## config.mk

```make
export PLATFORM = sky130hd
export DESIGN_NAME = epoch_seconds_to_calendar_core
export DESIGN_NICKNAME = d
export VERILOG_FILES = /design/src/design/es2c_pkg.sv /design/src/design/epoch_seconds_to_calendar_core.sv /design/src/design/es2c_cfg.sv /design/src/design/es2c_alu.sv
export SDC_FILE = /design/constraint.sdc
export NUM_CORES = 1
export LEC_CHECK = 0
export BUFFER_PORTS_ARGS = -buffer_cell sky130_fd_sc_hd__buf_2
export CORE_MARGIN = 3
export CORE_UTILIZATION = 43
export CTS_BUF_LIST = sky130_fd_sc_hd__clkbuf_8 sky130_fd_sc_hd__clkbuf_16
export CTS_CLUSTER_SIZE = 25
export DETAILED_ROUTE_END_ITERATION = 8
export GPL_ROUTABILITY_DRIVEN = 0
export HOLD_SLACK_MARGIN = 0.12
export PLACE_DENSITY_LB_ADDON = 0.15
export SYNTH_ARGS = -nofsm -noshare
export SYNTH_HDL_FRONTEND = slang
export SYNTH_SLANG_ARGS = --single-unit
```

## constraint.sdc

```tcl
create_clock -name clk -period 7.1 [get_ports clk]
set_input_delay 0.71 -clock clk [delete_from_list [all_inputs] [get_ports clk]]
set_output_delay 0.71 -clock clk [all_outputs]
set_load 0.1 [all_outputs]
```

## src/design/es2c_pkg.sv

```systemverilog
// ---------------------------------------------------------------------------
// es2c_pkg
// Shared types, constants and calendar tables for the epoch-to-calendar core.
// ---------------------------------------------------------------------------
package es2c_pkg;

  localparam int T_W     = 32;
  localparam int EPOCH_W = 31;
  localparam int ZONE_W  = 16;
  localparam int YEAR_W  = 11;
  localparam int MONTH_W = 4;
  localparam int DAY_W   = 5;
  localparam int HOUR_W  = 5;
  localparam int MIN_W   = 6;
  localparam int SEC_W   = 6;
  localparam int QUO_W   = 6;
  localparam int SH_W    = 3;

  localparam int APB_DW  = 32;
  localparam int APB_AW  = 3;

  localparam logic [APB_AW-3:0] REG_ZONE = '0;

  localparam logic [ZONE_W-1:0]  ZONE_RESET = ZONE_W'(8 * 60 * 60);
  localparam logic [YEAR_W-1:0]  EPOCH_YEAR = YEAR_W'(1970);
  localparam logic [MONTH_W-1:0] MONTH_JAN  = MONTH_W'(1);
  localparam logic [MONTH_W-1:0] MONTH_FEB  = MONTH_W'(2);
  localparam logic [MONTH_W-1:0] MONTH_APR  = MONTH_W'(4);
  localparam logic [MONTH_W-1:0] MONTH_JUN  = MONTH_W'(6);
  localparam logic [MONTH_W-1:0] MONTH_SEP  = MONTH_W'(9);
  localparam logic [MONTH_W-1:0] MONTH_NOV  = MONTH_W'(11);
  localparam logic [MONTH_W-1:0] MONTH_DEC  = MONTH_W'(12);

  localparam int SECS_PER_DAY_I = 24 * 60 * 60;
  localparam logic [T_W-1:0] SECS_PER_DAY  = T_W'(SECS_PER_DAY_I);
  localparam logic [T_W-1:0] SECS_PER_HOUR = T_W'(60 * 60);
  localparam logic [T_W-1:0] SECS_PER_MIN  = T_W'(60);
  localparam logic [T_W-1:0] YEAR365_SECS  = T_W'(365 * SECS_PER_DAY_I);
  localparam logic [T_W-1:0] YEAR366_SECS  = T_W'(366 * SECS_PER_DAY_I);
  localparam logic [T_W-1:0] MON28_SECS    = T_W'(28 * SECS_PER_DAY_I);
  localparam logic [T_W-1:0] MON29_SECS    = T_W'(29 * SECS_PER_DAY_I);
  localparam logic [T_W-1:0] MON30_SECS    = T_W'(30 * SECS_PER_DAY_I);
  localparam logic [T_W-1:0] MON31_SECS    = T_W'(31 * SECS_PER_DAY_I);

  // year mod 4 / 100 / 400 of the epoch year
  localparam logic [1:0] EPOCH_MOD4   = 2'(1970 % 4);
  localparam logic [6:0] EPOCH_MOD100 = 7'(1970 % 100);
  localparam logic [8:0] EPOCH_MOD400 = 9'(1970 % 400);

  typedef struct packed {
    logic           ge;
    logic [T_W-1:0] diff;
  } es2c_sub_t;

  function automatic logic [T_W-1:0] month_secs(input logic [MONTH_W-1:0] m,
                                                 input logic leap);
    logic [T_W-1:0] len;
    case (m)
      MONTH_FEB:                                len = leap ? MON29_SECS : MON28_SECS;
      MONTH_APR, MONTH_JUN, MONTH_SEP, MONTH_NOV: len = MON30_SECS;
      default:                                  len = MON31_SECS;
    endcase
    return len;
  endfunction

endpackage

```

## src/design/epoch_seconds_to_calendar_core.sv

```systemverilog
// ---------------------------------------------------------------------------
// epoch_seconds_to_calendar_core
// Epoch seconds plus zone offset to Gregorian year, month, day and time.
// ---------------------------------------------------------------------------
// A request is taken when start is high and busy is low; one result follows
// on out_valid for a single cycle and must be captured then. A single
// compare-subtract unit does all the work, one step per clock: one step per
// whole year stripped plus one, one per whole month stripped plus one (at
// most 12), then 5 + 5 + 6 restoring-division steps for day, hour and minute.
// busy stays high until the result cycle, in which a new request may be
// taken. The zone offset register sits at byte address 0.
// ---------------------------------------------------------------------------
module epoch_seconds_to_calendar_core (
  input  logic                         clk,
  input  logic                         rst_n,
  input  logic                         start,
  output logic                         busy,
  input  logic [es2c_pkg::EPOCH_W-1:0] in_epoch_seconds,
  output logic                         out_valid,
  output logic [es2c_pkg::YEAR_W-1:0]  out_year_value,
  output logic [es2c_pkg::MONTH_W-1:0] out_month_value,
  output logic [es2c_pkg::DAY_W-1:0]   out_day_of_month,
  output logic [es2c_pkg::HOUR_W-1:0]  out_hour_value,
  output logic [es2c_pkg::MIN_W-1:0]   out_minute_value,
  output logic [es2c_pkg::SEC_W-1:0]   out_second_value,
  input  logic                         psel,
  input  logic                         penable,
  input  logic                         pwrite,
  input  logic [es2c_pkg::APB_AW-1:0]  paddr,
  input  logic [es2c_pkg::APB_DW-1:0]  pwdata,
  output logic [es2c_pkg::APB_DW-1:0]  prdata,
  output logic                         pready
);
  import es2c_pkg::*;

  typedef enum logic [2:0] {
    ST_IDLE, ST_YEAR, ST_MONTH, ST_DAY, ST_HOUR, ST_MIN
  } state_t;

  state_t             state_r, state_nxt;
  logic [T_W-1:0]     t_r, t_nxt;
  logic [YEAR_W-1:0]  year_r, year_nxt;
  logic [MONTH_W-1:0] month_r, month_nxt;
  logic [1:0]         mod4_r, mod4_nxt;
  logic [6:0]         mod100_r, mod100_nxt;
  logic [8:0]         mod400_r, mod400_nxt;
  logic [SH_W-1:0]    sh_r, sh_nxt;
  logic [QUO_W-1:0]   quo_r, quo_nxt;
  logic [DAY_W-1:0]   day_r, day_nxt;
  logic [HOUR_W-1:0]  hour_r, hour_nxt;
  logic [MIN_W-1:0]   min_r, min_nxt;
  logic [SEC_W-1:0]   sec_r, sec_nxt;
  logic               valid_r, valid_nxt;

  logic [ZONE_W-1:0]  zone_offset;
  logic               leap;
  logic               accept;
  logic [T_W-1:0]     len;
  logic [QUO_W-1:0]   quo_step;
  es2c_sub_t          sub;

  es2c_cfg u_cfg (
    .clk         (clk),
    .rst_n       (rst_n),
    .psel        (psel),
    .penable     (penable),
    .pwrite      (pwrite),
    .paddr       (paddr),
    .pwdata      (pwdata),
    .prdata      (prdata),
    .pready      (pready),
    .zone_offset (zone_offset)
  );

  es2c_alu u_alu (
    .rem (t_r),
    .len (len),
    .res (sub)
  );

  assign busy     = (state_r != ST_IDLE);
  assign accept   = start && !busy;
  assign leap     = ((mod4_r == 2'd0) && (mod100_r != 7'd0)) || (mod400_r == 9'd0);
  assign quo_step = {quo_r[QUO_W-2:0], sub.ge};

  always_comb begin
    case (state_r)
      ST_YEAR:  len = leap ? YEAR366_SECS : YEAR365_SECS;
      ST_MONTH: len = month_secs(month_r, leap);
      ST_DAY:   len = SECS_PER_DAY << sh_r;
      ST_HOUR:  len = SECS_PER_HOUR << sh_r;
      ST_MIN:   len = SECS_PER_MIN << sh_r;
      default:  len = '0;
    endcase
  end

  always_comb begin
    state_nxt  = state_r;
    t_nxt      = t_r;
    year_nxt   = year_r;
    month_nxt  = month_r;
    mod4_nxt   = mod4_r;
    mod100_nxt = mod100_r;
    mod400_nxt = mod400_r;
    sh_nxt     = sh_r;
    quo_nxt    = quo_r;
    day_nxt    = day_r;
    hour_nxt   = hour_r;
    min_nxt    = min_r;
    sec_nxt    = sec_r;
    valid_nxt  = 1'b0;
    case (state_r)
      ST_IDLE: begin
        if (accept) begin
          t_nxt      = T_W'(in_epoch_seconds) + T_W'(zone_offset);
          year_nxt   = EPOCH_YEAR;
          month_nxt  = MONTH_JAN;
          mod4_nxt   = EPOCH_MOD4;
          mod100_nxt = EPOCH_MOD100;
          mod400_nxt = EPOCH_MOD400;
          state_nxt  = ST_YEAR;
        end
      end
      ST_YEAR: begin
        if (sub.ge) begin
          t_nxt      = sub.diff;
          year_nxt   = year_r + 1'b1;
          mod4_nxt   = mod4_r + 1'b1;
          mod100_nxt = (mod100_r == 7'd99) ? 7'd0 : mod100_r + 1'b1;
          mod400_nxt = (mod400_r == 9'd399) ? 9'd0 : mod400_r + 1'b1;
        end else begin
          state_nxt = ST_MONTH;
        end
      end
      ST_MONTH: begin
        if (sub.ge) begin
          t_nxt = sub.diff;
          if (month_r != MONTH_DEC) begin
            month_nxt = month_r + 1'b1;
          end
        end
        if (!sub.ge || month_r == MONTH_DEC) begin
          state_nxt = ST_DAY;
          sh_nxt    = SH_W'(4);
          quo_nxt   = '0;
        end
      end
      ST_DAY: begin
        if (sub.ge) t_nxt = sub.diff;
        quo_nxt = quo_step;
        sh_nxt  = sh_r - 1'b1;
        if (sh_r == '0) begin
          day_nxt   = quo_step[DAY_W-1:0] + 1'b1;
          quo_nxt   = '0;
          sh_nxt    = SH_W'(4);
          state_nxt = ST_HOUR;
        end
      end
      ST_HOUR: begin
        if (sub.ge) t_nxt = sub.diff;
        quo_nxt = quo_step;
        sh_nxt  = sh_r - 1'b1;
        if (sh_r == '0) begin
          hour_nxt  = quo_step[HOUR_W-1:0];
          quo_nxt   = '0;
          sh_nxt    = SH_W'(5);
          state_nxt = ST_MIN;
        end
      end
      ST_MIN: begin
        if (sub.ge) t_nxt = sub.diff;
        quo_nxt = quo_step;
        sh_nxt  = sh_r - 1'b1;
        if (sh_r == '0) begin
          min_nxt   = quo_step[MIN_W-1:0];
          sec_nxt   = sub.ge ? sub.diff[SEC_W-1:0] : t_r[SEC_W-1:0];
          valid_nxt = 1'b1;
          state_nxt = ST_IDLE;
        end
      end
      default: begin
        state_nxt = ST_IDLE;
      end
    endcase
  end

  always_ff @(posedge clk) begin
    if (!rst_n) begin
      state_r <= ST_IDLE;
      valid_r <= 1'b0;
    end else begin
      state_r <= state_nxt;
      valid_r <= valid_nxt;
    end
    t_r      <= t_nxt;
    year_r   <= year_nxt;
    month_r  <= month_nxt;
    mod4_r   <= mod4_nxt;
    mod100_r <= mod100_nxt;
    mod400_r <= mod400_nxt;
    sh_r     <= sh_nxt;
    quo_r    <= quo_nxt;
    day_r    <= day_nxt;
    hour_r   <= hour_nxt;
    min_r    <= min_nxt;
    sec_r    <= sec_nxt;
  end

  assign out_valid        = valid_r;
  assign out_year_value   = year_r;
  assign out_month_value  = month_r;
  assign out_day_of_month = day_r;
  assign out_hour_value   = hour_r;
  assign out_minute_value = min_r;
  assign out_second_value = sec_r;

  a_result_after_min: assert property (@(posedge clk) disable iff (!rst_n)
    out_valid |-> $past(state_r == ST_MIN) && !busy)
    else $error("result strobe without finishing minute step");

  a_accept_busy: assert property (@(posedge clk) disable iff (!rst_n)
    accept |=> busy)
    else $error("request accepted but block not busy");

  a_result_range: assert property (@(posedge clk) disable iff (!rst_n)
    out_valid |-> (out_month_value >= MONTH_JAN) && (out_month_value <= MONTH_DEC) &&
                  (out_day_of_month != '0) && (out_hour_value < HOUR_W'(24)) &&
                  (out_minute_value < MIN_W'(60)) && (out_second_value < SEC_W'(60)))
    else $error("calendar result out of range");

  a_div_bound: assert property (@(posedge clk) disable iff (!rst_n)
    (state_r == ST_HOUR) && (sh_r == SH_W'(4)) |-> t_r < SECS_PER_DAY)
    else $error("day remainder not below one day");

endmodule

```

## src/design/es2c_cfg.sv

```systemverilog
// ---------------------------------------------------------------------------
// es2c_cfg
// APB register file holding the time-zone offset.
// ---------------------------------------------------------------------------
module es2c_cfg (
  input  logic                        clk,
  input  logic                        rst_n,
  input  logic                        psel,
  input  logic                        penable,
  input  logic                        pwrite,
  input  logic [es2c_pkg::APB_AW-1:0] paddr,
  input  logic [es2c_pkg::APB_DW-1:0] pwdata,
  output logic [es2c_pkg::APB_DW-1:0] prdata,
  output logic                        pready,
  output logic [es2c_pkg::ZONE_W-1:0] zone_offset
);
  import es2c_pkg::*;

  logic [ZONE_W-1:0] zone_r;
  logic              hit_zone;

  assign hit_zone    = (paddr[APB_AW-1:2] == REG_ZONE);
  assign pready      = 1'b1;
  assign zone_offset = zone_r;
  assign prdata      = hit_zone ? APB_DW'(zone_r) : '0;

  always_ff @(posedge clk) begin
    if (!rst_n) begin
      zone_r <= ZONE_RESET;
    end else if (psel && penable && pwrite && hit_zone) begin
      zone_r <= pwdata[ZONE_W-1:0];
    end
  end

endmodule

```

## src/design/es2c_alu.sv

```systemverilog
// ---------------------------------------------------------------------------
// es2c_alu
// Shared compare-subtract unit: remainder minus a step length.
// ---------------------------------------------------------------------------
module es2c_alu (
  input  logic [es2c_pkg::T_W-1:0] rem,
  input  logic [es2c_pkg::T_W-1:0] len,
  output es2c_pkg::es2c_sub_t      res
);
  import es2c_pkg::*;

  logic [T_W:0] d;

  assign d        = {1'b0, rem} - {1'b0, len};
  assign res.ge   = ~d[T_W];
  assign res.diff = d[T_W-1:0];

endmodule

```

Word level (Yosys, flattened, before mapping) --
Index checks and enable logic that the tools add are counted. W data, S select, Z words.
Word-level totals: register bits 115, bits in latches 0, memory bits (writable) 0, ROM bits 0, input bits 72, output and inout bits 72, word-level logic and storage cells 127, memories 0
Operators by class: add/subtract/negate cells 9, $mul 0, divide/modulo/power cells 0, magnitude comparators 0, equal/unequal tests 24, shift operators 3, multiplexer cells 42, bitwise logic cells 2, reductions and logical operators 32
Operators with widths (number):
- $pmux W32 S5 | 1
- $mux W32 | 2
- $pmux W32 S2 | 1
- $pmux W20 S2 | 1
- $mux W18 | 2
- $sub A32 B32 Y33 | 1
- $add A31 B16 Y32 | 1
- $shl A12 B3 Y32 const A | 1
- $shl A17 B3 Y32 const A | 1
- $shl A6 B3 Y32 const A | 1
- $mux W3 | 9
- $mux W9 | 3
- $mux W11 | 2
- $pmux W11 S2 | 1
- $mux W7 | 3
- $ne A2 B2 Y1 const B | 9
- $pmux W3 S6 | 1
- $pmux W9 S2 | 1
- $mux W16 | 1
- $pmux W5 S3 | 1
- $pmux W7 S2 | 1
- $eq A4 B4 Y1 const B | 3
- $mux W4 | 3
- $pmux W3 S4 | 1
- other kinds (40) | 61

Logic depth before layout (Yosys ltp) --
word-level depth 10, gate-level depth with buffers 20, gate-level depth less buffers 19

Hierarchy --
Synthesis repeated with hierarchy kept, for this count alone.
Unflattened totals: cells, all modules 1054, area, all modules 9100.0 µm²
Modules (own cells, without submodules):
- epoch_seconds_to_calendar_core | instances 1, cells each 642, area an instance 6193.4 µm²
- es2c_alu | instances 1, cells each 306, area an instance 1979.4 µm²
- es2c_cfg | instances 1, cells each 106, area an instance 927.1 µm²

Worst setup path after synthesis --
Ideal clock, no wire load.
path type register to register, start register month_r[0], in the netlist out_month_value[0], end register mod100_r[0] (enable), library setup time 459 ps, data arrival time 5919 ps, setup slack 722 ps, cell stages (with the launch flop) 18, buffers on the path 0, period minus slack after synthesis 6378 ps, cell sequence edfxtp_1 inv_1 ha_1 nor2_1 nor2_1 a21oi_1 nand2_1 o22ai_1 a311oi_1 ha_1 nand2_1 a211oi_2 a21oi_4 a21oi_2 nor2_4 o41ai_2 inv_2 o31ai_1
Between the ends: word-level cells in the longest chain between the ends 7
RTL lines:
- start, declared | line epoch_seconds_to_calendar_core.sv:43 | logic [MONTH_W-1:0] month_r, month_nxt;
- start signal, assigned | line epoch_seconds_to_calendar_core.sv:197 | month_r <= month_nxt;
- $eq A4 B3 Y1 or $eq A4 B4 Y1 (tied branches) | line es2c_pkg.sv:58 | case (m)
- $reduce_or A4 Y1 | line es2c_pkg.sv:58
- $pmux W20 S2 (*) | line es2c_pkg.sv:58
- $pmux W32 S5 (*) | line epoch_seconds_to_calendar_core.sv:87 | case (state_r)
- $sub A32 B32 Y33 (*) | line es2c_alu.sv:14 | assign d = {1'b0, rem} - {1'b0, len};
- named net u_alu.d[32] | line es2c_alu.sv:12 | logic [T_W:0] d;
- $ne A2 B2 Y1 (no source line) (*)
- $reduce_and A3 Y1 (no source line) (*)
- end signal, assigned | line epoch_seconds_to_calendar_core.sv:199 | mod100_r <= mod100_nxt;
- end, declared | line epoch_seconds_to_calendar_core.sv:45 | logic [6:0] mod100_r, mod100_nxt;
Mark *: on every way through the listed nets, which the timed path passes. The rest lies on a longest branch. A chain may end at the register's enable or synchronous reset.

Worst setup path after layout --
start register state_r[1], end register mod400_r[7] (enable)
Between the ends: word-level cells in the longest chain between the ends 5
RTL lines:
- start, declared | line epoch_seconds_to_calendar_core.sv:40 | state_t state_r, state_nxt;
- start signal, assigned | line epoch_seconds_to_calendar_core.sv:192 | state_r <= state_nxt;
- $eq A3 B3 Y1 (tied with other cells) | line epoch_seconds_to_calendar_core.sv:87
- $pmux W32 S5 (*) | line epoch_seconds_to_calendar_core.sv:87
- $sub A32 B32 Y33 (*) | line es2c_alu.sv:14
- named net u_alu.d[32] | line es2c_alu.sv:12
- $ne A2 B2 Y1 (no source line) (*)
- $reduce_and A3 Y1 (no source line) (*)
- end signal, assigned | line epoch_seconds_to_calendar_core.sv:200 | mod400_r <= mod400_nxt;
- end, declared | line epoch_seconds_to_calendar_core.sv:46 | logic [8:0] mod400_r, mod400_nxt;
Marked as above.

==> flow_summary_export.csv <==
group,metric,value,unit
synth,synth_compound_area_share,19.5,%
synth,synth_top_family_by_area,"simple AND/OR/NAND/NOR gates",
setup_path,cp_data_required_time,7170,ps
synth,ys_top_cells_by_count,"111 x nand2_1, 95 x edfxtp_1, 69 x nor2_1",
timing,clock_skew,11.4,ps
synth,async_flop_share,0,%
setup_path,worstPathCellList,"nand2b_1 -> nand2b_1 -> nor2_1 -> a21oi_1 -> o21ai_0 -> a31oi_1 -> ha_1 -> nand4_1 -> o221ai_1 -> a21oi_4 -> a21oi_2 -> nor2_4 -> o41ai_2 -> inv_2 -> o31ai_4 -> buf_4",
power_and_ir_drop,leakagePower,3.67,nW
drt,routed_wl,18600,um
floorplan,die_y,144,um
drt,first_pass_iters,5,
cts,cts_tree,"done",
cts,post_cts_buffers,0,
cts,cts.sinks,115,
global_routing,grt_pass1_vias,6145,
drt,viasPerCell,5.47,
power_and_ir_drop,peakVddDrop,0.000188,V
timing,setup_violations,0,
synth,synth_cell_types,77,
floorplan,num_rows,49,
synth,synth-xor-area-share,7.22,%
cells_and_area,fin_nets,1110,
timing,final.min_clock_period,4870,ps
synth,yosysMostFrequentCell,"nand2_1",
drt,vias,6707,
synth,ys_warn_count,0,
cts,insertion_delay,420,ps
setup_path,slowest_stage,"dfxtp_1",
synth,synth-edff-count,95,
synth,synth_area_leaders,"edfxtp_1 35%, ha_1 8.0%, nand2_1 5.1%, dfxtp_1 4.9%, xnor2_1 4.0%",
synth,syn_inst,889,
drt,drtAntennaViolNets,0,
synth,synth_seq_cells,115,
timing,max_freq,205,MHz
cells_and_area,final_util,51.6,%
setup_path,critPathCaptureType,"flop",
synth,synthesis.area,0.00813,mm^2
power_and_ir_drop,p_total,3.43,mW
cells_and_area,antennaDiodeCount,0,
cts,cts_resized,0,
cells_and_area,fill_cells,1746,
setup_path,crit_top_cell,"nand2b_1",
cts,numCtsBuffers,17,
status,status,"finished clean",
cts,hold_buffers,0,
drt,route.detailed.drc,0,
timing,rsz0062_at_grt,"false",
setup_path,critPathMaxFanout,29,
floorplan,dieArea,0.0206,mm^2
floorplan,die_x,144,um
synth,synthMuxAreaShare,0.615,%
floorplan,start_util,44.5,%
placed_design,dp_hpwl,13500,um
setup_path,arrival,4940,ps
floorplan,io_pins,144,
synth,synth_top_cell_area_share,35.1,%
synth,synthSimpleGateAreaFrac,19.8,%
synth,syn_area_per_cell,9.15,um^2
synth,synth_top_area_cell,"edfxtp_1",
synth,synth_fa_ha_area_share,8.25,%
timing,fin_crit_sh,68.6,%
floorplan,core,0.0183,mm^2
timing,hold_violations,0,
cts,path_clk_slew,60,ps
timing,worst_pin_slew,739,ps
timing,slew_violations,0,
global_routing,grt_remaining_overflow,0,
setup_path,critPathKind,"flop to flop",
cells_and_area,areaGrowthSynthToFinish,15.8,%
flow_run,maxCapViolCount,0,
cts,htree_levels,4,
synth,synth_seq_area_share,40.0,%
timing,slew_headroom,50.7,%
setup_path,cpPeakStageDelay,760,ps
drt,wl_per_cell,15.2,um
min_path,hold_class,"flop to flop",
global_routing,grt_pass1_wl,30500,um
drt,drt_iter0_markers,408,
cells_and_area,drive_gt1_share,17.3,%
placed_design,numPortBuffers,108,
power_and_ir_drop,p_per_area,365,mW/mm^2
cts,clockBufferDepth,2,
global_routing,antenna_found_initial,0,
global_routing,grt_start_max_net_pins,35,
synth,yosys_most_used_dff,"edfxtp_1",
cts,cts_root_buf,"clkbuf_16",
timing,setup_tns,0,ps
global_routing,grtUsageTotal,18.3,%
setup_path,cp-start-kind,"flop",
layout make-up:
cell class	count	area (um^2)	share of cell area [%]
clock buffer	17	425	4.52
timing repair buffer	117	608	6.46
clock inverter	14	163	1.73
tap	229	287	3.04
inverter	25	93.8	0.996
sequential	115	3250	34.5
multi-input combinational	709	4590	48.7
per-stage QoR:
step / setup slack, ps / area, um^2 / hold WS (ps) / cells
after CTS: 2210 / 9420 / 427 / 1226
final: 2230 / 9420 / 425 / 1226
after detailed placement: 2240 / 8830 / 414 / 1195
after global routing: 1900 / 9420 / 438 / 1226
after floorplan: 722 / 8190 / 400 / 904
after global placement: 2240 / 8830 / 402 / 1195
worst paths after layout:
kind / startpoint / end / slack [ps] / cells past startpoint
setup reg to reg: state_r[1] / mod400_r[7] / 2230 / 16
hold / removal: quo_r[4] / out_minute_value[5] / 430 / 0
hold reg to reg: quo_r[4] / out_minute_value[5] / 430 / 0
setup / recovery: state_r[1] / mod400_r[7] / 2230 / 16
routing by layer:
| metal | GRT usage, % | vias up | wire [um] |
|---|---|---|---|
| li1 | - | 3403 | - |
| met1 | 25.8 | 3140 | 9130 |
| met2 | 28.8 | 151 | 8520 |
| met3 | 4.13 | 13 | 760 |
| met4 | 4.61 | 0 | 217 |
| met5 | 0 | - | 0 |
cells by family (layout without fill, tap and decap cells):
kind of cell             Yosys count  after routing
AND/OR/NAND/NOR                  332            332
AO/OA/AOI/OAI                    235            235
flip-flops                       115            115
buffers and inverters             80            173
XOR/XNOR                          67             67
adder cells (fa/ha/maj)           53             53
multiplexers                       5              5
other                              2             17
flip-flops by register name, indices dropped and copies added, names as in the netlist, 2 cells and up:
register and cells:
mod400_r 9, sh_r 3, quo_r 5, out_second_value 6
mod4_r 2, out_minute_value 6, out_year_value 11, out_day_of_month 5
u_cfg.zone_offset 16, out_hour_value 5, mod100_r 7, t_r 32
state_r 3, out_month_value 4
placed cells by master (no fill, tap or decap), types with 13 or more instances in the layout:
cell type and n:
nand2_1 111, ha_1 52, inv_1 23, edfxtp_1 95
nor3_1 15, xor2_1 30, and2_1 14, a211oi_1 18
buf_2 108, xnor2_1 37, clkbuf_16 17, nand3_1 30
nand2b_1 14, a21oi_1 50, dfxtp_1 20, nor2b_1 26
nor2_1 69, conb_1 17, a21boi_0 13, o21ai_0 52
worst max-delay path, delay by kind of cell (launching register included):
kind | cells | cell delay (ps)
AO/OA/AOI/OAI | 8 | 1580
adder cells (fa/ha/maj) | 1 | 380
buffers and inverters | 2 | 610
flip-flops | 1 | 760
AND/OR/NAND/NOR | 5 | 1170
power by group:
group	leakage (nW)	switching, mW	internal [mW]
Sequential	1.06	0.0927	0.948
Clock	0.271	0.312	0.546
Combinational	2.34	0.991	0.545
No activity file was read; power rests on OpenSTA's default activity.
